===== src/rtl/kwm_pkg.sv =====
// ---------------------------------------------------------------------------
// kwm_pkg
// Shared types and constants for the divide-and-conquer k-way merge block.
// ---------------------------------------------------------------------------
package kwm_pkg;

    localparam int MAX_ELEMENTS = 1024;
    localparam int DATA_WIDTH   = 32;
    localparam int ADDR_W       = $clog2(MAX_ELEMENTS);
    localparam int CNT_W        = ADDR_W + 1;
    localparam int RUN_W        = ADDR_W;
    localparam int CFG_W        = 11;
    localparam int CFG_IDX_W    = 1;
    localparam int SPLIT_DEPTH  = ADDR_W + 1;
    localparam int SP_W         = $clog2(SPLIT_DEPTH + 1);

    localparam logic OP_LOAD = 1'b0;
    localparam logic OP_READ = 1'b1;

    localparam logic [CFG_IDX_W-1:0] CFG_RUN_LENGTH = 1'd0;
    localparam logic [CFG_IDX_W-1:0] CFG_RUN_COUNT  = 1'd1;

    typedef enum logic [1:0] {
        ST_DONE  = 2'd0,
        ST_READ  = 2'd1,
        ST_ERROR = 2'd2
    } status_t;

    typedef struct packed {
        logic                         operation;
        logic signed [DATA_WIDTH-1:0] value;
        logic                         last;
        logic [ADDR_W-1:0]            read_index;
    } cmd_t;

    typedef struct packed {
        status_t                      status;
        logic signed [DATA_WIDTH-1:0] merged_value;
        logic [CNT_W-1:0]             total_count;
    } result_t;

    // Combine request from the split sequencer
    typedef struct packed {
        logic             go;
        logic [RUN_W-1:0] lo;
        logic [RUN_W-1:0] mid;
        logic [RUN_W-1:0] hi;
    } merge_req_t;

    // Element store access from the combine engine
    typedef struct packed {
        logic                  re;
        logic [ADDR_W-1:0]     raddr;
        logic                  we;
        logic [ADDR_W-1:0]     waddr;
        logic [DATA_WIDTH-1:0] wdata;
    } elem_port_t;

endpackage


===== src/rtl/kwm_split.sv =====
// ---------------------------------------------------------------------------
// kwm_split
// Split stack sequencer: walks the top-down run split in post order and
// issues one combine per internal node.
// ---------------------------------------------------------------------------
module kwm_split (
    input  logic                    clk,
    input  logic                    rst_n,
    input  logic                    go,
    input  logic [kwm_pkg::CFG_W-1:0] run_count,
    input  logic                    cdone,
    output kwm_pkg::merge_req_t     creq,
    output logic                    tree_done
);
    import kwm_pkg::*;

    typedef enum logic [2:0] {
        S_IDLE = 3'b001,
        S_STEP = 3'b010,
        S_WAIT = 3'b100
    } state_t;

    typedef enum logic [1:0] {
        PH_LEFT    = 2'd0,
        PH_RIGHT   = 2'd1,
        PH_COMBINE = 2'd2
    } phase_t;

    state_t state_reg, state_next;
    logic [SP_W-1:0] sp_reg, sp_next;

    logic [RUN_W-1:0] stk_lo [SPLIT_DEPTH];
    logic [RUN_W-1:0] stk_hi [SPLIT_DEPTH];
    phase_t           stk_ph [SPLIT_DEPTH];

    logic [SP_W-1:0]  top_idx;
    logic [RUN_W-1:0] t_lo, t_hi, t_mid;
    logic [RUN_W:0]   t_sum;
    phase_t           t_ph;

    logic             push_en;
    logic [RUN_W-1:0] push_lo, push_hi;
    logic             set_ph_en;
    phase_t           set_ph;

    assign top_idx = sp_reg - SP_W'(1);
    assign t_lo    = stk_lo[top_idx];
    assign t_hi    = stk_hi[top_idx];
    assign t_ph    = stk_ph[top_idx];
    assign t_sum   = {1'b0, t_lo} + {1'b0, t_hi};
    assign t_mid   = t_sum[RUN_W:1];

    always_comb
    begin
        state_next = state_reg;
        sp_next    = sp_reg;
        push_en    = 1'b0;
        push_lo    = '0;
        push_hi    = '0;
        set_ph_en  = 1'b0;
        set_ph     = PH_LEFT;
        tree_done  = 1'b0;
        creq.go    = 1'b0;
        creq.lo    = t_lo;
        creq.mid   = t_mid;
        creq.hi    = t_hi;
        case (state_reg)
            S_IDLE:
            begin
                if (go)
                begin
                    push_en    = 1'b1;
                    push_lo    = '0;
                    push_hi    = RUN_W'(run_count - CFG_W'(1));
                    sp_next    = SP_W'(1);
                    state_next = S_STEP;
                end
            end
            S_STEP:
            begin
                if (sp_reg == '0)
                begin
                    tree_done  = 1'b1;
                    state_next = S_IDLE;
                end
                else if (t_lo >= t_hi)
                begin
                    sp_next = sp_reg - SP_W'(1);
                end
                else
                begin
                    case (t_ph)
                        PH_LEFT:
                        begin
                            set_ph_en = 1'b1;
                            set_ph    = PH_RIGHT;
                            push_en   = 1'b1;
                            push_lo   = t_lo;
                            push_hi   = t_mid;
                            sp_next   = sp_reg + SP_W'(1);
                        end
                        PH_RIGHT:
                        begin
                            set_ph_en = 1'b1;
                            set_ph    = PH_COMBINE;
                            push_en   = 1'b1;
                            push_lo   = t_mid + RUN_W'(1);
                            push_hi   = t_hi;
                            sp_next   = sp_reg + SP_W'(1);
                        end
                        PH_COMBINE:
                        begin
                            creq.go    = 1'b1;
                            state_next = S_WAIT;
                        end
                        default:
                        begin
                            sp_next = sp_reg - SP_W'(1);
                        end
                    endcase
                end
            end
            S_WAIT:
            begin
                if (cdone)
                begin
                    sp_next    = sp_reg - SP_W'(1);
                    state_next = S_STEP;
                end
            end
            default:
            begin
                state_next = S_IDLE;
            end
        endcase
    end

    always_ff @(posedge clk or negedge rst_n)
    begin
        if (!rst_n)
        begin
            state_reg <= S_IDLE;
            sp_reg    <= '0;
        end
        else
        begin
            state_reg <= state_next;
            sp_reg    <= sp_next;
        end
    end

    always_ff @(posedge clk)
    begin
        if (push_en)
        begin
            stk_lo[sp_reg] <= push_lo;
            stk_hi[sp_reg] <= push_hi;
            stk_ph[sp_reg] <= PH_LEFT;
        end
        if (set_ph_en)
        begin
            stk_ph[top_idx] <= set_ph;
        end
    end

endmodule


===== config.mk =====
export PLATFORM = sky130hd
export DESIGN_NAME = kwm_split
export DESIGN_NICKNAME = d
export VERILOG_FILES = /design/src/rtl/kwm_pkg.sv /design/src/rtl/kwm_split.sv
export SDC_FILE = /design/constraint.sdc
export NUM_CORES = 1
export LEC_CHECK = 0
export BUFFER_PORTS_ARGS = -buffer_cell sky130_fd_sc_hd__buf_2
export CORE_MARGIN = 2
export CORE_UTILIZATION = 45
export CTS_BUF_LIST = sky130_fd_sc_hd__clkbuf_8
export CTS_CLUSTER_SIZE = 10
export DETAILED_ROUTE_END_ITERATION = 10
export PLACE_DENSITY = 0.63
export SYNTH_ARGS = -nofsm -noshare
export SYNTH_HDL_FRONTEND = slang
export SYNTH_SLANG_ARGS = --single-unit

===== constraint.sdc =====
create_clock -name clk -period 16.28 [get_ports clk]
set_clock_uncertainty 0.1 [all_clocks]
set_input_delay 4.07 -clock clk [delete_from_list [all_inputs] [get_ports clk]]
set_output_delay 4.07 -clock clk [all_outputs]
set_load 0.05 [all_outputs]

### Word-level counts from Yosys, hierarchy flattened

Memory sizes are Yosys's and may differ from the RTL's.
Cells that the tools add are included.

| cells by class | value |
|---|---|
| $add $sub $neg | 5 |
| $mul | 0 |
| div/mod/pow operators | 0 |
| order comparisons | 1 |
| equal/unequal tests | 11 |
| shift operators | 0 |
| multiplexer cells | 41 |
| bitwise logic cells | 0 |
| reduce and logical (&&, ||, !) cells | 6 |

Operator list:

| cell | number |
|---|---|
| $mux W10 | 6 |
| $pmux W10 S2 | 3 |
| $mux W4 | 4 |
| $mux W1 | 15 |
| $mux W3 | 5 |
| $pmux W4 S3 | 1 |
| $add A10 B10 Y11 | 1 |
| $add A10 B1 Y10 const B | 1 |
| $ge A10 B10 Y1 | 1 |
| $sub A10 B1 Y10 const B | 1 |
| $pmux W3 S3 | 1 |
| $pmux W4 S2 | 1 |
| $mux W2 | 3 |
| $ne A2 B2 Y1 const B | 3 |
| $ne A3 B3 Y1 const B | 2 |
| $reduce_and A5 Y1 | 1 |
| $add A4 B1 Y4 const B | 1 |
| $logic_not A4 Y1 | 1 |
| $pmux W2 S2 | 1 |
| $reduce_and A4 Y1 | 1 |
| $sub A4 B1 Y4 const B | 1 |
| $eq A3 B1 Y1 const B | 1 |
| $eq A3 B2 Y1 const B | 1 |
| $eq A3 B3 Y1 const B | 1 |
| other kinds (7) | 7 |

| word-level totals | value |
|---|---|
| flip-flop bits (word level) | 7 |
| latch bits | 0 |
| RAM bits | 242 |
| memory bits (read-only) | 0 |
| output and inout port bits | 32 |
| memories | 3 |

Memory list:

| name | words | bits a word | read ports | clocked after Yosys merged registers in | wr ports | RTL line | RTL |
|---|---|---|---|---|---|---|---|
| stk_hi | 11 | 10 | 1 | 0 | 1 | kwm_split.sv:33 | `logic [RUN_W-1:0] stk_hi [SPLIT_DEPTH];` |
| stk_lo | 11 | 10 | 1 | 0 | 1 | kwm_split.sv:32 | `logic [RUN_W-1:0] stk_lo [SPLIT_DEPTH];` |
| stk_ph | 11 | 2 | 1 | 0 | 2 | kwm_split.sv:34 | `phase_t stk_ph [SPLIT_DEPTH];` |

### Longest topological paths before layout

Gate-level depths: netlist of the first run.
An unclocked memory read counts as a cell.

| depth | value |
|---|---|
| word-level depth | 10 |
| gate-level depth with buffers | 24 |
| gate-level depth less buffers | 15 |

### Worst setup path after synthesis of the first run

Ideal clock, no wire load.

| path | value |
|---|---|
| kind | reg-to-output |
| from | register sp_reg[0] |
| to | output port creq[30] (netlist name) |
| arrival time | 6.180 ns |
| required time | 12.110 ns |
| setup slack | 5.930 ns |
| stages on the path, launching flop included | 21 |
| path buffers | 7 |
| cell sequence | dfrtp_1 buf_2 buf_6 buf_2 buf_2 inv_1 ha_1 clkbuf_1 clkbuf_1 clkbuf_1 nor2_1 a21oi_1 nor2_1 a31oi_1 ha_1 nand4bb_1 nor2_1 a211oi_1 o31ai_1 or3_4 nor2_1 |

RTL lines:

| what | RTL line | RTL |
|---|---|---|
| start, declared | kwm_split.sv:30 | `logic [SP_W-1:0] sp_reg, sp_next;` |
| start signal, assigned | kwm_split.sv:148 | `sp_reg <= sp_next;` |
| end, declared | kwm_split.sv:12 | `output kwm_pkg::merge_req_t creq,` |

==> out/results.ini, run 1 <==
[placed_design]
placedInstanceArea_um2=12300
gp_congestion=0.842
dp_slack_ps=6310
port_buffers=45
dp_hpwl_um=17800

[synthesis]
synthFlopType=edfxtp_1
netlist_instances=815
synth.most_common_cell=edfxtp_1
synth-seq-cells=249
synth_area_leaders=edfxtp_1 62%, mux4_2 7.5%, mux2i_1 3.5%, ha_1 3.0%, nor2_1 2.9%
synth_cell_types=63
synth-edff-count=242
ys_seq_area_share_pct=64.0
synth-async-reset-ratio_pct=2.81
synth_fp_nets=859
yosysTopAreaCellShare_pct=62.5
synth_area_leader_cell=edfxtp_1
avgSynthCellArea_um2=14.3
synthTopCellsByCount=242 x edfxtp_1, 89 x nor2_1, 64 x nand2_1
synth_warnings=0
syn-cell-area_um2=11600

[sta]
fin_crit_sh_pct=64.4
min_period_ps=10490
worst_pin_slew_ps=1290
finalWorstSetupSlack_ps=5790
hold_viol=0
max_freq_mhz=95.3
rsz0062_at_grt=no
slew_headroom_pct=13.4
finalMaxSlewViolations=0
fin_setup_tns_ps=0
setup_viol=0

[clock_tree]
cts_resized=0
cts_buffer_depth=3
insertion_delay_ps=540
cts_tree=done
post_cts_buffers=0
root_buffer=clkbuf_8
cts-buffers-inserted=42
cts_sinks=249
htree_levels=2
cts_hold_buf=0
clk_pin_slew_ps=60

[cells_and_area]
multi_input_area_um2=3950
top_regs=stk_hi: 110 flops, stk_lo: 110 flops, stk_ph: 22 flops
fill_cells=2163
final_util_pct=51.8
seqCellArea_um2=7450
final_nets=930
antenna_cells=0
drive_gt1_share_pct=20.9
design_area_um2=13100
syn2layout_area_growth_pct=12.5

[worst_setup_path]
criticalPathCategory=register to primary output
start_kind=register
end_kind=primary output
cp.required_ps=12110
worstPathMaxFanout=40
crit_arrival_ps=6320

[route]
first_pass_iters=4
drc=0
ant_nets=0
vias=7231
viasPerCell=5.80
drtIter0Drc=648
wl_um=29000
wl_per_cell_um=23.3

[floorplanning]
dieArea_um2=27200
row_count=58
io_pins=47
die_w_um=165
start_util_pct=46.1
coreArea_um2=25300
die_h_um=165

[run_status]
status=complete, no violations

[global_routing]
grt_pass1_vias=6944
grt_max_degree=45
grt.overflow.total=0
grtUsageTotal_pct=21.6
antenna_found_initial=0
grt_pass1_wl_um=42600

[hold_path]
worstHoldPathType=register to register

[run]
maxCapViolCount=0

==> final cells by class <==
type | instances | share of cell area (%)
flip-flops and latches | 249 | 56.9
well taps | 330 | 3.15
multi-input cells | 498 | 30.1
clock inverters | 32 | 1.64
inverters | 28 | 0.803
clock buffers | 42 | 4.42
repair buffers | 67 | 2.96
==> layout by cell type (no fill, tap or decap), types with 8 or more instances in the layout <==
cell type  count
clkbuf_8      42
o21bai_1       8
a211oi_1       9
nor2_1        85
buf_4         21
o21ai_0       17
inv_1         41
mux2i_1       40
a21oi_1       30
nand2_1       64
mux4_2        39
xnor2_1       13
edfxtp_1     242
a31oi_1       21
clkinv_1       9
ha_1          27
nand3_1       12
nor3_1        13
and3_1         8
o22ai_1       15
buf_2         46
==> kinds of logic after synthesis <==
family,after synthesis,share of synthesized area [%]
mux,88,11.9
simple gates,222,8.71
buf+inv,68,2.51
flops,249,64.0
fa+ha+maj,29,3.18
compound gates,137,8.09
xor+xnor,22,1.66
==> critical path, cell delays in order, from the launching register on <==
cell and delay (ps):
dfrtp_4 890, inv_1 290, ha_1 490, xnor2_2 710
buf_4 420, nand2_1 80, a31oi_1 610, ha_1 420
nand4bb_1 260, nor2_1 70, a211oi_1 400, o31ai_1 300
or3_4 480, nor2_1 90, buf_2 270
==> through the flow <==
step,std cells,hold slack [ps]
2_1_floorplan,815,441
3_3_place_gp,1171,497
3_5_place_dp,1171,506
4_1_cts,1245,526
5_1_grt,1246,544
6_report,1246,521
==> path summary, 6_finish.rpt <==
check | start | to | slack (ps) | depth (start not counted)
worst max-delay path | sp_reg[0]$_DFFE_PN0P_ | creq[30] | 5790 | 14
worst min-delay path | state_reg[2]$_DFFE_PN0P_ | state_reg[0]$_DFFE_PN1P_ | 520 | 2
worst max register to register | sp_reg[0]$_DFFE_PN0P_ | stk_ph[6][0]$_SDFFCE_PN0P_ | 9160 | 15
worst min register to register | state_reg[2]$_DFFE_PN0P_ | state_reg[0]$_DFFE_PN1P_ | 520 | 2
max in group asynchronous | rst_n | state_reg[0]$_DFFE_PN1P_ | 12560 | 1
min in group asynchronous | rst_n | sp_reg[2]$_DFFE_PN0P_ | 3270 | 1
==> metal layers <==
metal,up-vias,part of all wire (%),track usage [%]
li1,3292,-,-
met3,60,7.0,5.15
met2,258,46,33.8
met4,0,3.5,8.38
met1,3621,43,29.3
met5,-,0,0
Power of run 1 is left out: the tool's default activity adds up to more than one toggle a clock period on the data nets, which glitch-free logic cannot reach.
==> run 2, diff against run 1 <==
==> constraint.sdc (replaced) <==
create_clock -name clk -period 9.7 [get_ports clk]
set_clock_uncertainty 0.1 [all_clocks]
set_input_delay 2.425 -clock clk [delete_from_list [all_inputs] [get_ports clk]]
set_output_delay 2.425 -clock clk [all_outputs]
set_load 0.05 [all_outputs]
==> out/results.ini, run 2 (synthesized netlist as in run 1, its figures left out) <==
[run_status]
status=complete, no violations  ; unchanged

[sta]
worst_pin_slew_ps=1310  ; was 1290 ps
max_freq_mhz=121
slew_headroom_pct=11.9  ; was 13.4%
rsz0062_at_grt=no  ; unchanged
setup_viol=0  ; unchanged
finalMaxSlewViolations=0  ; unchanged
fin_setup_tns_ps=0  ; unchanged
min_period_ps=8280
fin_crit_sh_pct=85.3
hold_viol=0  ; unchanged
finalWorstSetupSlack_ps=1420  ; was 5790 ps

[worst_setup_path]
crit_arrival_ps=5750  ; was 6320 ps
start_kind=register  ; unchanged
r2r_setup_slack_ps=3010  ; was 9160 ps
cp.required_ps=7180  ; was 12110 ps
worstPathMaxFanout=15  ; was 40
criticalPathCategory=register to primary output  ; unchanged
end_kind=primary output  ; unchanged

[cells_and_area]
final_common_cell=edfxtp_1  ; unchanged
drive_gt1_share_pct=20.6  ; was 20.9%
multi_input_area_um2=3950  ; about the same
seqCellArea_um2=7450  ; unchanged
antenna_cells=0  ; unchanged
layout_common_cells=242 x edfxtp_1, 85 x nor2_1, 64 x nand2_1  ; unchanged
syn2layout_area_growth_pct=12.1  ; was 12.5%
fill_cells=2181  ; was 2163
final_util_pct=51.6  ; was 51.8%
final_nets=930  ; unchanged
top_regs=stk_hi: 110 flops, stk_lo: 110 flops, stk_ph: 22 flops  ; unchanged
fin_cells=1242  ; was 1246

[floorplanning]
io_pins=47  ; unchanged
start_util_pct=46.1  ; unchanged
coreArea_um2=25300  ; unchanged
row_count=58  ; unchanged
die_w_um=165  ; unchanged
die_h_um=165  ; unchanged
dieArea_um2=27200  ; unchanged

[global_routing]
grt_pass1_vias=7064  ; was 6944
grtUsageTotal_pct=21.7  ; was 21.6%
grt_pass1_wl_um=43100  ; was 42600 um
grt_max_degree=66  ; was 45
grt.overflow.total=0  ; unchanged
antenna_found_initial=0  ; unchanged

[clock_tree]
cts_resized=0  ; unchanged
htree_levels=2  ; unchanged
insertion_delay_ps=550  ; was 540 ps
clk_pin_slew_ps=50  ; was 60 ps
cts_sinks=249  ; unchanged
cts_tree=done  ; unchanged
post_cts_buffers=0  ; unchanged
root_buffer=clkbuf_8  ; unchanged
cts_hold_buf=0  ; unchanged
cts-buffers-inserted=43  ; was 42
cts_buffer_depth=3  ; unchanged

[placed_design]
dp_slack_ps=2060  ; was 6310 ps
dp_hpwl_um=17700  ; was 17800 um
port_buffers=45  ; unchanged
gp_congestion=0.849  ; was 0.842
place_inst=1171  ; unchanged

[run]
maxCapViolCount=0  ; unchanged

[route]
drtIter0Drc=720  ; was 648
first_pass_iters=6  ; was 4
wl_per_cell_um=23.0  ; was 23.3 um
wl_um=28600  ; was 29000 um
viasPerCell=5.77  ; was 5.80
vias=7168  ; was 7231
ant_nets=0  ; unchanged
drc=0  ; unchanged

[hold_path]
worstHoldPathType=register to register  ; unchanged

-- run 2: cell types whose count changed in the layout (fill, tap and decap cells not counted), moves of 2 or more --
cell,change
bufinv_16,-2
clkinv_1,-2
clkinv_2,-3
inv_1,+2
inv_8,+2
-- run 2: per-stage QoR --
stage | instance area, um^2 | hold slack (ps)
2_1_floorplan | 11600 | 441
3_3_place_gp | 12300 | 487
3_5_place_dp | 12300 | 508
4_1_cts | 13000 | 520
5_1_grt | 13000 | 547
6_report | 13000 | 509
-- run 2: worst paths after layout --
kind | endpoint | cells after the start | startpoint
worst max-delay path | creq[30] | 15 | sp_reg[1]$_DFFE_PN0P_
worst min-delay path | state_reg[0]$_DFFE_PN1P_ | 2 | state_reg[2]$_DFFE_PN0P_
worst max register to register | stk_ph[1][1]$_SDFFCE_PN0P_ | 16 | sp_reg[1]$_DFFE_PN0P_
worst min register to register | state_reg[0]$_DFFE_PN1P_ | 2 | state_reg[2]$_DFFE_PN0P_
max in group asynchronous | state_reg[0]$_DFFE_PN1P_ | 1 | rst_n
min in group asynchronous | sp_reg[3]$_DFFE_PN0P_ | 1 | rst_n
-- run 2: area by class of cell --
type / count / share of cell area (%)
Tap cell: 330 / 3.17
Multi-Input combinational cell: 498 / 30.3
Timing Repair Buffer: 66 / 2.94
Clock buffer: 43 / 4.54
Inverter: 28 / 0.806
Clock inverter: 28 / 1.17
Sequential cell: 249 / 57.1
-- run 2: critical path: stages, from the launching register on --
cell and delay (ps):
dfrtp_1 520, inv_1 180, ha_1 430, xnor2_2 700
buf_4 410, nand2_1 80, a31oi_1 530, inv_1 100
ha_1 370, nand4bb_1 220, nor2_1 70, a211oi_1 450
o31ai_1 310, or3_4 480, nor2_1 90, buf_2 270
-- run 2: metal layers --
layer,part of all wire [%],global-route usage (%)
met3,6.3,4.02
met2,48,34.5
met1,43,30.4
met5,0,0
met4,2.5,7.19
Power of run 2 is left out for the same reason.
==> run 3, diff against run 2 <==
--- a/config.mk
+++ b/config.mk
@@ -12,6 +12,7 @@
 export CTS_CLUSTER_SIZE = 10
 export DETAILED_ROUTE_END_ITERATION = 10
 export PLACE_DENSITY = 0.63
+export SKIP_LAST_GASP = 1
 export SYNTH_ARGS = -nofsm -noshare
 export SYNTH_HDL_FRONTEND = slang
 export SYNTH_SLANG_ARGS = --single-unit
==> constraint.sdc (replaced) <==
create_clock -name clk -period 9.1 [get_ports clk]
set_clock_uncertainty 0.1 [all_clocks]
set_input_delay 2.275 -clock clk [delete_from_list [all_inputs] [get_ports clk]]
set_output_delay 2.275 -clock clk [all_outputs]
set_load 0.05 [all_outputs]
==> out/results.ini, run 3 (synthesized netlist as in run 1, its figures left out) <==
[clock_tree]
cts_resized=0  ; unchanged
htree_levels=2  ; unchanged
cts-buffers-inserted=41  ; was 43
insertion_delay_ps=540  ; was 550 ps
clk_pin_slew_ps=60  ; was 50 ps
root_buffer=clkbuf_8  ; unchanged
cts_hold_buf=0  ; unchanged
cts_sinks=249  ; unchanged
cts_buffer_depth=3  ; unchanged
post_cts_buffers=0  ; unchanged
cts_tree=done  ; unchanged

[route]
vias=7189  ; was 7168
ant_nets=0  ; unchanged
wl_um=28400  ; was 28600 um
wl_per_cell_um=22.7  ; was 23.0 um
drc=0  ; unchanged
drtIter0Drc=643  ; was 720
first_pass_iters=5  ; was 6
viasPerCell=5.74  ; was 5.77

[sta]
max_freq_mhz=123
fin_crit_sh_pct=89.2
worst_pin_slew_ps=1190  ; was 1310 ps
setup_viol=0  ; unchanged
min_period_ps=8110
slew_headroom_pct=20.0  ; was 11.9%
rsz0062_at_grt=no  ; unchanged
fin_setup_tns_ps=0  ; unchanged
hold_viol=0  ; unchanged
finalMaxSlewViolations=0  ; unchanged

[global_routing]
grt.overflow.total=0  ; unchanged
grt_pass1_vias=6793  ; was 7064
grt_pass1_wl_um=42600  ; was 43100 um
antenna_found_initial=0  ; unchanged
grt_max_degree=66  ; unchanged
grtUsageTotal_pct=21.6  ; was 21.7%

[worst_setup_path]
start_kind=register  ; unchanged
r2r_setup_slack_ps=2380  ; was 3010 ps
crit_path_max_incr_delay_ps=660  ; was 700 ps
crit_arrival_ps=5740  ; was 5750 ps
path_cells=inv_1 > ha_1 > xor2_2 > buf_4 > nand2_1 > a31oi_1 > inv_1 > ha_1 > nand4bb_1 > nor2_1 > a211oi_1 > o31ai_1 > or3_4 > nor2_1 > buf_2  ; was inv_1 > ha_1 > xnor2_2 > buf_4 > nand2_1 > a31oi_1 > inv_1 > ha_1 > nand4bb_1 > nor2_1 > a211oi_1 > o31ai_1 > or3_4 > nor2_1 > buf_2
cpMaxStageDelayCell=xor2_2  ; was xnor2_2
end_kind=primary output  ; unchanged
worstPathMaxFanout=12  ; was 15
cp.required_ps=6730  ; was 7180 ps
criticalPathCategory=register to primary output  ; unchanged

[cells_and_area]
layout_common_cells=242 x edfxtp_1, 85 x nor2_1, 64 x nand2_1  ; unchanged
drive_gt1_share_pct=21.3  ; was 20.6%
final_nets=934  ; was 930
antenna_cells=0  ; unchanged
syn2layout_area_growth_pct=12.4  ; was 12.1%
final_common_cell=edfxtp_1  ; unchanged
top_regs=stk_hi: 110 flops, stk_lo: 110 flops, stk_ph: 22 flops  ; unchanged

[floorplanning]
coreArea_um2=25300  ; unchanged
io_pins=47  ; unchanged
start_util_pct=46.1  ; unchanged
die_w_um=165  ; unchanged
die_h_um=165  ; unchanged
dieArea_um2=27200  ; unchanged
row_count=58  ; unchanged

[placed_design]
port_buffers=45  ; unchanged
dp_hpwl_um=17600  ; was 17700 um
gp_congestion=0.863  ; was 0.849

[run_status]
status=complete, no violations  ; unchanged

[run]
maxCapViolCount=0  ; unchanged

[hold_path]
worstHoldPathType=register to register  ; unchanged

## run 3: cell count changes in the layout (fill, tap and decap cells not counted)
cell and change:
clkinv_2 +4, buf_4 +5, a211oi_1 +1, inv_8 -1
clkinvlp_4 +1, buf_2 +1, clkbuf_8 -2, clkinv_1 +1
clkinv_4 +1, a211oi_2 -1
## run 3: path summary, 6_finish.rpt
path,cells past startpoint,endpoint,start
max in group asynchronous,1,state_reg[0]$_DFFE_PN1P_,rst_n
max reg2reg,17,stk_lo[9][9]$_DFFE_PP_,sp_reg[0]$_DFFE_PN0P_
min in group asynchronous,1,sp_reg[2]$_DFFE_PN0P_,rst_n
min,2,state_reg[0]$_DFFE_PN1P_,state_reg[2]$_DFFE_PN0P_
max,15,creq[30],sp_reg[0]$_DFFE_PN0P_
min reg2reg,2,state_reg[0]$_DFFE_PN1P_,state_reg[2]$_DFFE_PN0P_
## run 3: final cells by class
class	instances	area (um^2)
clock buffer	41	564
sequential	249	7450
timing repair buffer	72	425
multi-input combinational	498	3950
inverter	28	105
fill	2169	12200
tap	330	413
clock inverter	34	181
## run 3: stage by stage
step                      worst slack (ps)  std cells  cell area, um^2  hold slack, ps  util, %
after global routing                   680       1252            13100             572     51.8
after floorplan                        545        815            11600             441        -
after CTS                              994       1251            13100             547     51.8
after global placement                1570       1176            12300             495     48.8
final                                  986       1252            13100             535     51.8
after detailed placement              1550       1176            12300             523     48.8
## run 3: critical path, delay by kind of cell, from the launching register on
family | cells | cell delay, ps
buffers and inverters | 4 | 920
AND/OR/NAND/NOR | 5 | 910
adder cells (fa/ha/maj) | 2 | 930
XOR/XNOR | 1 | 660
AO/OA/AOI/OAI | 3 | 1240
flip-flops | 1 | 550
## run 3: metal layers
layer | track usage [%] | vias to the layer above | part of all wire [%]
met5 | 0 | - | 0
met4 | 5.30 | 0 | 1.6
met3 | 3.82 | 41 | 6.3
met2 | 34.8 | 242 | 48
met1 | 30.9 | 3604 | 44
li1 | - | 3302 | -
Power of run 3 is left out for the same reason.
